File: src/sv/lif_pkg.sv
// ----------------------------------------------------------------------------
// lif_pkg
// shared types, constants and helpers of the leaky integrate-and-fire tick core
// ----------------------------------------------------------------------------
package lif_pkg;

  localparam int NEURON_W    = 10;
  localparam int Q_W         = 32;
  localparam int POIS_W      = 8;
  localparam int REF_W       = 7;
  localparam int CFG_IDX_W   = 3;
  localparam int CFG_DATA_W  = 32;
  localparam int PROD_W      = 2 * Q_W;
  localparam int POIS_PROD_W = Q_W + POIS_W + 1;
  localparam int SUM_W       = PROD_W + 2;

  localparam int NEURONS_DEF   = 1024;
  localparam int FRAC_BITS_DEF = 16;

  typedef logic signed [Q_W-1:0] q_t;

  localparam q_t Q_MAX = 32'sh7fff_ffff;
  localparam q_t Q_MIN = 32'sh8000_0000;

  typedef enum logic {
    OP_TICK = 1'b0,
    OP_LOAD = 1'b1
  } op_e;

  typedef enum logic [CFG_IDX_W-1:0] {
    CFG_DECAY_MEM   = 3'd0,
    CFG_GAIN_CUR    = 3'd1,
    CFG_GAIN_DC     = 3'd2,
    CFG_THRESHOLD   = 3'd3,
    CFG_REFRACT     = 3'd4,
    CFG_DECAY_CUR   = 3'd5,
    CFG_POIS_WEIGHT = 3'd6
  } cfg_idx_e;

  typedef struct packed {
    q_t               decay_membrane;
    q_t               gain_current;
    q_t               gain_dc;
    q_t               threshold;
    logic [REF_W-1:0] refractory_ticks;
    q_t               decay_current;
    q_t               poisson_weight;
  } cfg_t;

  // one word of the per-neuron state memory
  typedef struct packed {
    q_t               membrane;
    q_t               syn_current;
    logic [REF_W-1:0] refract_left;
  } state_t;

  localparam int STATE_W = $bits(state_t);

  // product stage to update stage
  typedef struct packed {
    op_e                            op;
    logic [NEURON_W-1:0]            neuron;
    logic                           in_range;
    state_t                         old;
    logic signed [PROD_W-1:0]       p_mem;
    logic signed [PROD_W-1:0]       p_dc;
    logic signed [PROD_W-1:0]       p_cur;
    logic signed [PROD_W-1:0]       p_cdec;
    logic signed [POIS_PROD_W-1:0]  p_pois;
    q_t                             spike_current;
    q_t                             init_value;
  } prod_t;

  function automatic int addr_w(int depth);
    return (depth > 1) ? $clog2(depth) : 1;
  endfunction

  function automatic q_t sat_q(logic signed [SUM_W-1:0] v);
    if (v > SUM_W'(Q_MAX)) begin
      return Q_MAX;
    end
    if (v < SUM_W'(Q_MIN)) begin
      return Q_MIN;
    end
    return q_t'(v[Q_W-1:0]);
  endfunction

endpackage

File: src/sv/lif_upd.sv
// ----------------------------------------------------------------------------
// lif_upd
// update stage: sums, saturation, threshold test, new state and result register
// ----------------------------------------------------------------------------
module lif_upd import lif_pkg::*; (
  input  logic                clk_i,
  input  logic                en_i,
  input  prod_t               prod_i,
  input  cfg_t                cfg_i,
  output logic                wr_en_o,
  output state_t              wr_state_o,
  output logic [NEURON_W-1:0] neuron_out_o,
  output logic                spiked_o,
  output q_t                  membrane_out_o
);

  logic signed [SUM_W-1:0] sum_mem;
  logic signed [SUM_W-1:0] sum_cur;
  q_t                      mem_sat;
  q_t                      cur_sat;
  state_t                  new_state;
  logic                    spiked_d;
  q_t                      mem_out_d;
  logic [NEURON_W-1:0]     neuron_q;
  logic                    spiked_q;
  q_t                      mem_out_q;

  always_comb begin
    sum_mem = SUM_W'(prod_i.p_mem) + SUM_W'(prod_i.p_dc) + SUM_W'(prod_i.p_cur);
    sum_cur = SUM_W'(prod_i.p_cdec) + SUM_W'(prod_i.p_pois)
            + SUM_W'(prod_i.spike_current);
    mem_sat = sat_q(sum_mem);
    cur_sat = sat_q(sum_cur);

    new_state = prod_i.old;
    spiked_d  = 1'b0;
    if (prod_i.op == OP_LOAD) begin
      new_state.membrane = prod_i.init_value;
    end else begin
      new_state.syn_current = cur_sat;
      if (prod_i.old.refract_left != '0) begin
        new_state.refract_left = prod_i.old.refract_left - REF_W'(1);
      end else if (mem_sat >= cfg_i.threshold) begin
        spiked_d               = 1'b1;
        new_state.membrane     = '0;
        new_state.refract_left = cfg_i.refractory_ticks;
      end else begin
        new_state.membrane = mem_sat;
      end
    end

    // out-of-range index leaves the store alone and reports zero
    if (!prod_i.in_range) begin
      spiked_d  = 1'b0;
      mem_out_d = '0;
    end else begin
      mem_out_d = new_state.membrane;
    end
  end

  assign wr_en_o    = prod_i.in_range;
  assign wr_state_o = new_state;

  always_ff @(posedge clk_i) begin
    if (en_i) begin
      neuron_q  <= prod_i.neuron;
      spiked_q  <= spiked_d;
      mem_out_q <= mem_out_d;
    end
  end

  assign neuron_out_o   = neuron_q;
  assign spiked_o       = spiked_q;
  assign membrane_out_o = mem_out_q;

endmodule

File: config.mk
export PLATFORM = sky130hd
export DESIGN_NAME = lif_upd
export DESIGN_NICKNAME = d
export VERILOG_FILES = /design/src/sv/lif_pkg.sv /design/src/sv/lif_upd.sv
export SDC_FILE = /design/constraint.sdc
export NUM_CORES = 1
export LEC_CHECK = 0
export BUFFER_PORTS_ARGS = -buffer_cell sky130_fd_sc_hd__buf_2
export CAP_MARGIN = 0
export CORE_AREA = 4 4 294 296
export CTS_BUF_LIST = sky130_fd_sc_hd__clkbuf_4 sky130_fd_sc_hd__clkbuf_8
export CTS_CLUSTER_SIZE = 40
export DETAILED_ROUTE_END_ITERATION = 8
export DIE_AREA = 0 0 298 300
export GPL_TIMING_DRIVEN = 0
export PLACE_DENSITY = 0.46
export SLEW_MARGIN = 15
export SYNTH_ARGS = -nofsm -noshare
export SYNTH_HDL_FRONTEND = slang
export SYNTH_SLANG_ARGS = --single-unit
File: constraint.sdc
create_clock -name clk_i -period 24 [get_ports clk_i]
set_clock_uncertainty 0.2 [all_clocks]
set_input_delay 2.4 -clock clk_i [delete_from_list [all_inputs] [get_ports clk_i]]
set_output_delay 2.4 -clock clk_i [all_outputs]
set_load 0.01 [all_outputs]
==> results of run 1 <==
report_power, final:
part / switching (mW) / internal [mW] / leakage (nW)
sequential: 0.00205 / 0.0899 / 0.416
combinational: 0.620 / 0.354 / 8.41
clock: 0.0346 / 0.0209 / 0.0408
total: 0.657 / 0.465 / 8.86
how the worst max path moves through the flow:
stage	slack, ps	from	depth (start not counted)	end
after floorplan	12540	prod_i[170]	31	wr_state_o[64]
after global placement	10040	prod_i[170]	31	wr_state_o[70]
after detailed placement	10080	prod_i[170]	31	wr_state_o[70]
after CTS	10020	prod_i[170]	31	wr_state_o[70]
after global routing	9470	prod_i[170]	30	wr_state_o[70]
final	9980	prod_i[170]	32	wr_state_o[46]
state kept, by name, summed over array words and instances (netlist names):
register        count
membrane_out_o     32
neuron_out_o       10
spiked_o            1
critical path: cells and delay by family:
kind | cells | cell delay (ps)
adder cells (fa/ha/maj) | 4 | 1610
buffers and inverters | 5 | 920
AO/OA/AOI/OAI | 14 | 4100
AND/OR/NAND/NOR | 8 | 2050
multiplexers | 1 | 310
per-stage QoR:
step	util, %	setup WS, ps	cell area, sq um	cells	power, mW
detailed placement	24.5	10080	20500	3811	1.06
floorplan	-	12540	16100	2132	0.718
CTS	24.6	10020	20600	3819	1.12
global placement	24.5	10040	20500	3811	1.06
global route	24.6	9470	20600	3821	1.23
finish	24.7	9980	20600	3827	1.12
Yosys cell counts (35+ instances only):
| master | count | area (sq um) |
|---|---|---|
| edfxtp_1 | 43 | 1290 |
| inv_1 | 109 | 409 |
| fa_1 | 130 | 2600 |
| nand2_1 | 244 | 916 |
| o21ai_0 | 178 | 891 |
| ha_1 | 161 | 2010 |
| nor2_1 | 139 | 522 |
| nand3_1 | 66 | 330 |
| xnor2_1 | 59 | 517 |
| a21oi_1 | 200 | 1000 |
| o21a_1 | 35 | 263 |
| a31oi_1 | 50 | 313 |
| a21o_1 | 50 | 375 |
| buf_2 | 40 | 200 |
| nor3_1 | 36 | 180 |
| clkbuf_1 | 69 | 259 |
| nand4_1 | 76 | 475 |
| xor2_1 | 36 | 315 |
cells in the final DEF (no fill, tap or decap), types with 11 or more instances in the layout:
master    instances
buf_2           638
nand2_1         244
a21oi_1         200
o21ai_0         178
ha_1            161
nor2_1          139
fa_1            130
inv_1           109
nand4_1          76
clkbuf_1         69
nand3_1          66
xnor2_1          59
a21o_1           50
a31oi_1          50
edfxtp_1         43
nor3_1           36
xor2_1           36
o21a_1           35
o22ai_1          34
nor4_1           31
a32oi_1          28
o211ai_1         19
or3_1            18
o21bai_1         17
a211oi_1         14
o21ai_1          14
and2_1           11
o31ai_1          11
and3_1           11
layer usage:
metal	wire length, um	track usage [%]
met1	39000	24.9
met4	2110	3.82
met5	54	0
met2	41700	31.8
met3	5560	3.51
logic make-up after synthesis:
logic type      synth area share (%)
fa+ha+maj                       28.6
flops                           8.00
mux                            0.605
simple gates                    21.4
compound gates                  30.1
xor+xnor                        5.16
buf+inv                         6.14
area by class of cell:
class	instances	share of cell area (%)
flip-flops and latches	43	6.27
clock inverters	3	0.115
diodes	8	0.0972
multi-input cells	1858	67.3
well taps	1080	6.56
plain buffers	121	2.81
inverters	110	2.00
clock buffers	5	0.334
repair buffers	599	14.6
==> results.md, run 1 <==
* Synth Net Count at approximately 3,100
* Die Y at about 300 um
* WP data arrival at roughly 11,000 ps
* Top Ports at 760
* Largest net degree at the start of global routing at 44
* TritonCTS clock tree: built
* Total Wirelength at 88,500 um
* Cells after synthesis at ~2,100
* Hold Crit Start: prod_i[439]
* CP required at between 20,000 and 25,000 ps
* Yosys cell types at between 90 and 100
* Post-cts hold buffer count at 0
* Ys flop type: edfxtp_1
* Total die area at roughly 0.09 sq mm
* RSZ-0062 raised after global routing: false
* Critical Path End Type: output port
* Max VDD drop at 0.0213 mV
* Setup TNS at 0 ps
* Post-CTS Setup Bufs at 0
* Root Buffer: clkbuf_8
* Grt total ovfl at 0
* Initial DRC Count at 1,539
* Sequential cell area at ~0.0013 sq mm
* Slew @ Worst Pin at around 1300 ps
* Multi-input logic area at 0.0139 sq mm
* CP max stage cell: a211oi_1
* CP startpoint kind: input pin
* Worst Hold End: neuron_out_o[6]
* F_max at 71.3 MHz
* Residual DRC at 0
* Post-synthesis sequential area ratio at approximately 8%
* Post-CTS Resized at 0
* Initial Util at between 15 and 20%
* Relative slew slack at approximately 14%
* YS warnings at 0
* Hold_ws at 2020 ps
* Global Route Usage Sum at approximately a fifth
* Worst-path clk slew at ~110 ps
* Layout cell share with drive strength beyond 1 at approximately 26%
* Tmin final at between 10,000 and 15,000 ps
* Critical path peak fanout at 10
* Num CTS Buffers at 5
* Hold WC Path Type: input pin to flip-flop
* Final setup fails at 0
* Clock H-tree levels at 2
* Mean Syn Cell Area at 7.57 sq um
* CP peak stage delay at roughly 750 ps
* Ys async rst share at 0%
* Post-DR wirelength/cell at roughly 23 um
* Layout net count at 3,674
* Die W at approximately 300 um
* Placer congestion estimate at 0.919
* DPL Wire Length at around 79,000 um
* Outcome: completed
* CORE AREA at 0.0836 sq mm
* Layout filler cell count at 9,473
* First-pass GRT wire length at approximately 130,000 um
* Max clock buf depth at 2
* Post-DRT Antenna Nets at 0
* Vias in the first global route at between 15,000 and 20,000
* Slew Limit Fails at 0
* Initial antenna violation count at 30
* Initial DRT Pass Iterations at 5
* CTS sink count at 43
* Maximum Capacitance Violations at 0
* Via count at about 19,000
* PwrDens at around 54 mW/mm^2
* Syn Std Cell Area at approximately 0.016 sq mm
* Hold depth at 1
* LEAKAGE at approximately 8.9 nW
* Core Rows at around 110
* Critical path class: input pin to output port
* Fin crit share at between 50% and 60%
* Post-synth EDFFs at 43
* Synthesis-to-finish area growth at 27.7%
* IO Port Bufs at around 600
* #FFs+latches synth at 43
* DR vias/cell at 5.02
* Final hold violations at 0
(Power assumes the default switching activity.)
==> run 2, diff against run 1 <==
--- a/config.mk
+++ b/config.mk
@@ -7,13 +7,13 @@
 export LEC_CHECK = 0
 export BUFFER_PORTS_ARGS = -buffer_cell sky130_fd_sc_hd__buf_2
 export CAP_MARGIN = 0
-export CORE_AREA = 4 4 294 296
+export CORE_AREA = 4 4 292 294
 export CTS_BUF_LIST = sky130_fd_sc_hd__clkbuf_4 sky130_fd_sc_hd__clkbuf_8
 export CTS_CLUSTER_SIZE = 40
 export DETAILED_ROUTE_END_ITERATION = 8
-export DIE_AREA = 0 0 298 300
+export DIE_AREA = 0 0 296 298
 export GPL_TIMING_DRIVEN = 0
-export PLACE_DENSITY = 0.46
+export PLACE_DENSITY = 0.48
 export SLEW_MARGIN = 15
 export SYNTH_ARGS = -nofsm -noshare
 export SYNTH_HDL_FRONTEND = slang
==> constraint.sdc (replaced) <==
create_clock -name clk_i -period 12.75 [get_ports clk_i]
set_clock_uncertainty 0.2 [all_clocks]
set_input_delay 1.275 -clock clk_i [delete_from_list [all_inputs] [get_ports clk_i]]
set_output_delay 1.275 -clock clk_i [all_outputs]
set_load 0.01 [all_outputs]
==> results.md, run 2 (synthesized netlist as in run 1, its figures left out) <==
* Slew @ Worst Pin at 1160 ps (was 1260 ps)
* CP startpoint kind: input pin (unchanged)
* Critical Path End Type: output port (unchanged)
* Max FFs per register at 32 (unchanged)
* Final Power at 2.13 mW (was 1.12 mW)
* Initial DRC Count at 1,593 (was 1,539)
* Total die area at 0.0882 sq mm (was 0.0894 sq mm)
* LEAKAGE at 8.87 nW (was 8.86 nW)
* Setup TNS at 0 ps (unchanged)
* Post-cts hold buffer count at 0 (unchanged)
* Commonest non-fill, non-tap cell in the layout: buf_2 (unchanged)
* Global Route Usage Sum at 18.6% (was 18.7%)
* Maximum Capacitance Violations at 0 (unchanged)
* Core Rows at 106 (unchanged)
* CORE AREA at 0.0829 sq mm (was 0.0836 sq mm)
* Post-CTS Setup Bufs at 0 (unchanged)
* Top Ports at 760 (unchanged)
* Max VDD drop at 0.0368 mV (was 0.0213 mV)
* Final setup fails at 0 (unchanged)
* PwrDens at 103 mW/mm^2 (was 54.5 mW/mm^2)
* Worst-path clk slew at 100 ps (was 110 ps)
* RSZ-0062 raised after global routing: false (unchanged)
* Initial Util at 19.5% (was 19.3%)
* TritonCTS clock tree: built (unchanged)
* IO Port Bufs at 599 (unchanged)
* Non-Filler Instances at 3,826 (was 3,827)
* First-pass GRT wire length at 124,000 um (was 127,000 um)
* Total Wirelength at 86,500 um (was 88,500 um)
* Tmin final at 11,880 ps
* Critical path class: input pin to output port (unchanged)
* Vias in the first global route at 18,966 (was 19,169)
* Post-DR wirelength/cell at 22.6 um (was 23.1 um)
* Slew Limit Fails at 0 (unchanged)
* Layout cell share with drive strength beyond 1 at 25.7% (about the same)
* Initial DRT Pass Iterations at 5 (unchanged)
* Most frequent cells in the layout: 638 x buf_2, 244 x nand2_1, 199 x a21oi_1 (was 638 x buf_2, 244 x nand2_1, 200 x a21oi_1)
* CP required at 11,270 ps (was 21,400 ps)
* Relative slew slack at 22.7% (was 14.0%)
* Placer congestion estimate at 0.972 (was 0.919)
* Via count at 19,540 (was 19,200)
* Die Y at 298 um (was 300 um)
* Initial antenna violation count at 21 (was 30)
* F_max at between 80 and 90 MHz
* Multi-input logic area at 0.0139 sq mm (about the same)
* Final Cell Area at 0.0206 sq mm (about the same)
* Largest net degree at the start of global routing at 44 (unchanged)
* Post-layout util at 24.8% (was 24.7%)
* Post-CTS Resized at 0 (unchanged)
* Sequential cell area at 0.00129 sq mm (unchanged)
* Clock H-tree levels at 2 (unchanged)
* Placed insts at 3,811 (unchanged)
* Grt total ovfl at 0 (unchanged)
* Layout net count at 3,674 (unchanged)
* Max clock buf depth at 2 (unchanged)
* Fin crit share at between 90% and 100%
* DR vias/cell at 5.11 (was 5.02)
* Final hold violations at 0 (unchanged)
* Post-DRT Antenna Nets at 0 (unchanged)
* Placed cell area at 0.0205 sq mm (about the same)
* Die W at 296 um (was 298 um)
* DPL Wire Length at 76,700 um (was 79,200 um)
* WP data arrival at 10,410 ps (was 11,420 ps)
* Layout filler cell count at 9,393 (was 9,473)
* Outcome: completed (unchanged)
* Root Buffer: clkbuf_8 (unchanged)
* Hold WC Path Type: input pin to flip-flop (unchanged)
* CTS sink count at 43 (unchanged)
* Critical path peak fanout at 10 (unchanged)
* Synthesis-to-finish area growth at 27.7% (about the same)
* Num CTS Buffers at 5 (unchanged)
* Residual DRC at 0 (unchanged)
-- run 2: critical path, stage by stage --
cell	delay (ps)
buf_2	110
fa_1	460
ha_1	280
clkbuf_1	340
nand4_1	300
nor4_1	720
nand3_1	230
a211oi_1	830
o21ai_0	260
a22o_1	260
nor4_1	640
nand3_1	240
nand2_1	210
buf_2	250
nand2_1	100
ha_1	300
a21o_1	180
a21o_1	170
a21oi_1	140
o21ai_0	110
a221oi_1	340
a211oi_1	150
nor4_1	470
mux2i_1	370
nand2_1	380
o311ai_0	900
o21a_1	240
buf_2	130
-- run 2: metrics by stage --
step                      hold WS [ps]  setup WS (ps)
final                              922            867
after global routing               907            263
after CTS                          910            743
after detailed placement          1250            799
after global placement            1250            878
after floorplan                   1170           3540
-- run 2: final timing paths --
| kind | startpoint | to | depth (start not counted) |
|---|---|---|---|
| setup / recovery | prod_i[218] | wr_state_o[70] | 28 |
| hold / removal | prod_i[441] | neuron_out_o[8] | 1 |
-- run 2: layout make-up --
cell class,count,area share (%)
clock buffers,6,0.371
well taps,1080,6.56
clock inverters,2,0.0607
diodes,7,0.0850
plain buffers,121,2.81
multi-input cells,1858,67.3
repair buffers,599,14.6
inverters,110,2.00
flip-flops and latches,43,6.27
-- run 2: per-layer routing --
metal / up-vias / part of all wire [%] / GRT usage, %
met4: 12 / 2.1 / 3.92
li1: 9191 / - / -
met2: 885 / 46 / 30.9
met1: 9366 / 44 / 25.7
met3: 86 / 7.7 / 2.43
met5: - / 0.088 / 0
-- run 2: where the power goes --
| group | internal, mW | switching [mW] |
|---|---|---|
| combinational | 0.667 | 1.19 |
| sequential | 0.169 | 0.00267 |
| clock | 0.0406 | 0.0571 |
| total | 0.876 | 1.25 |
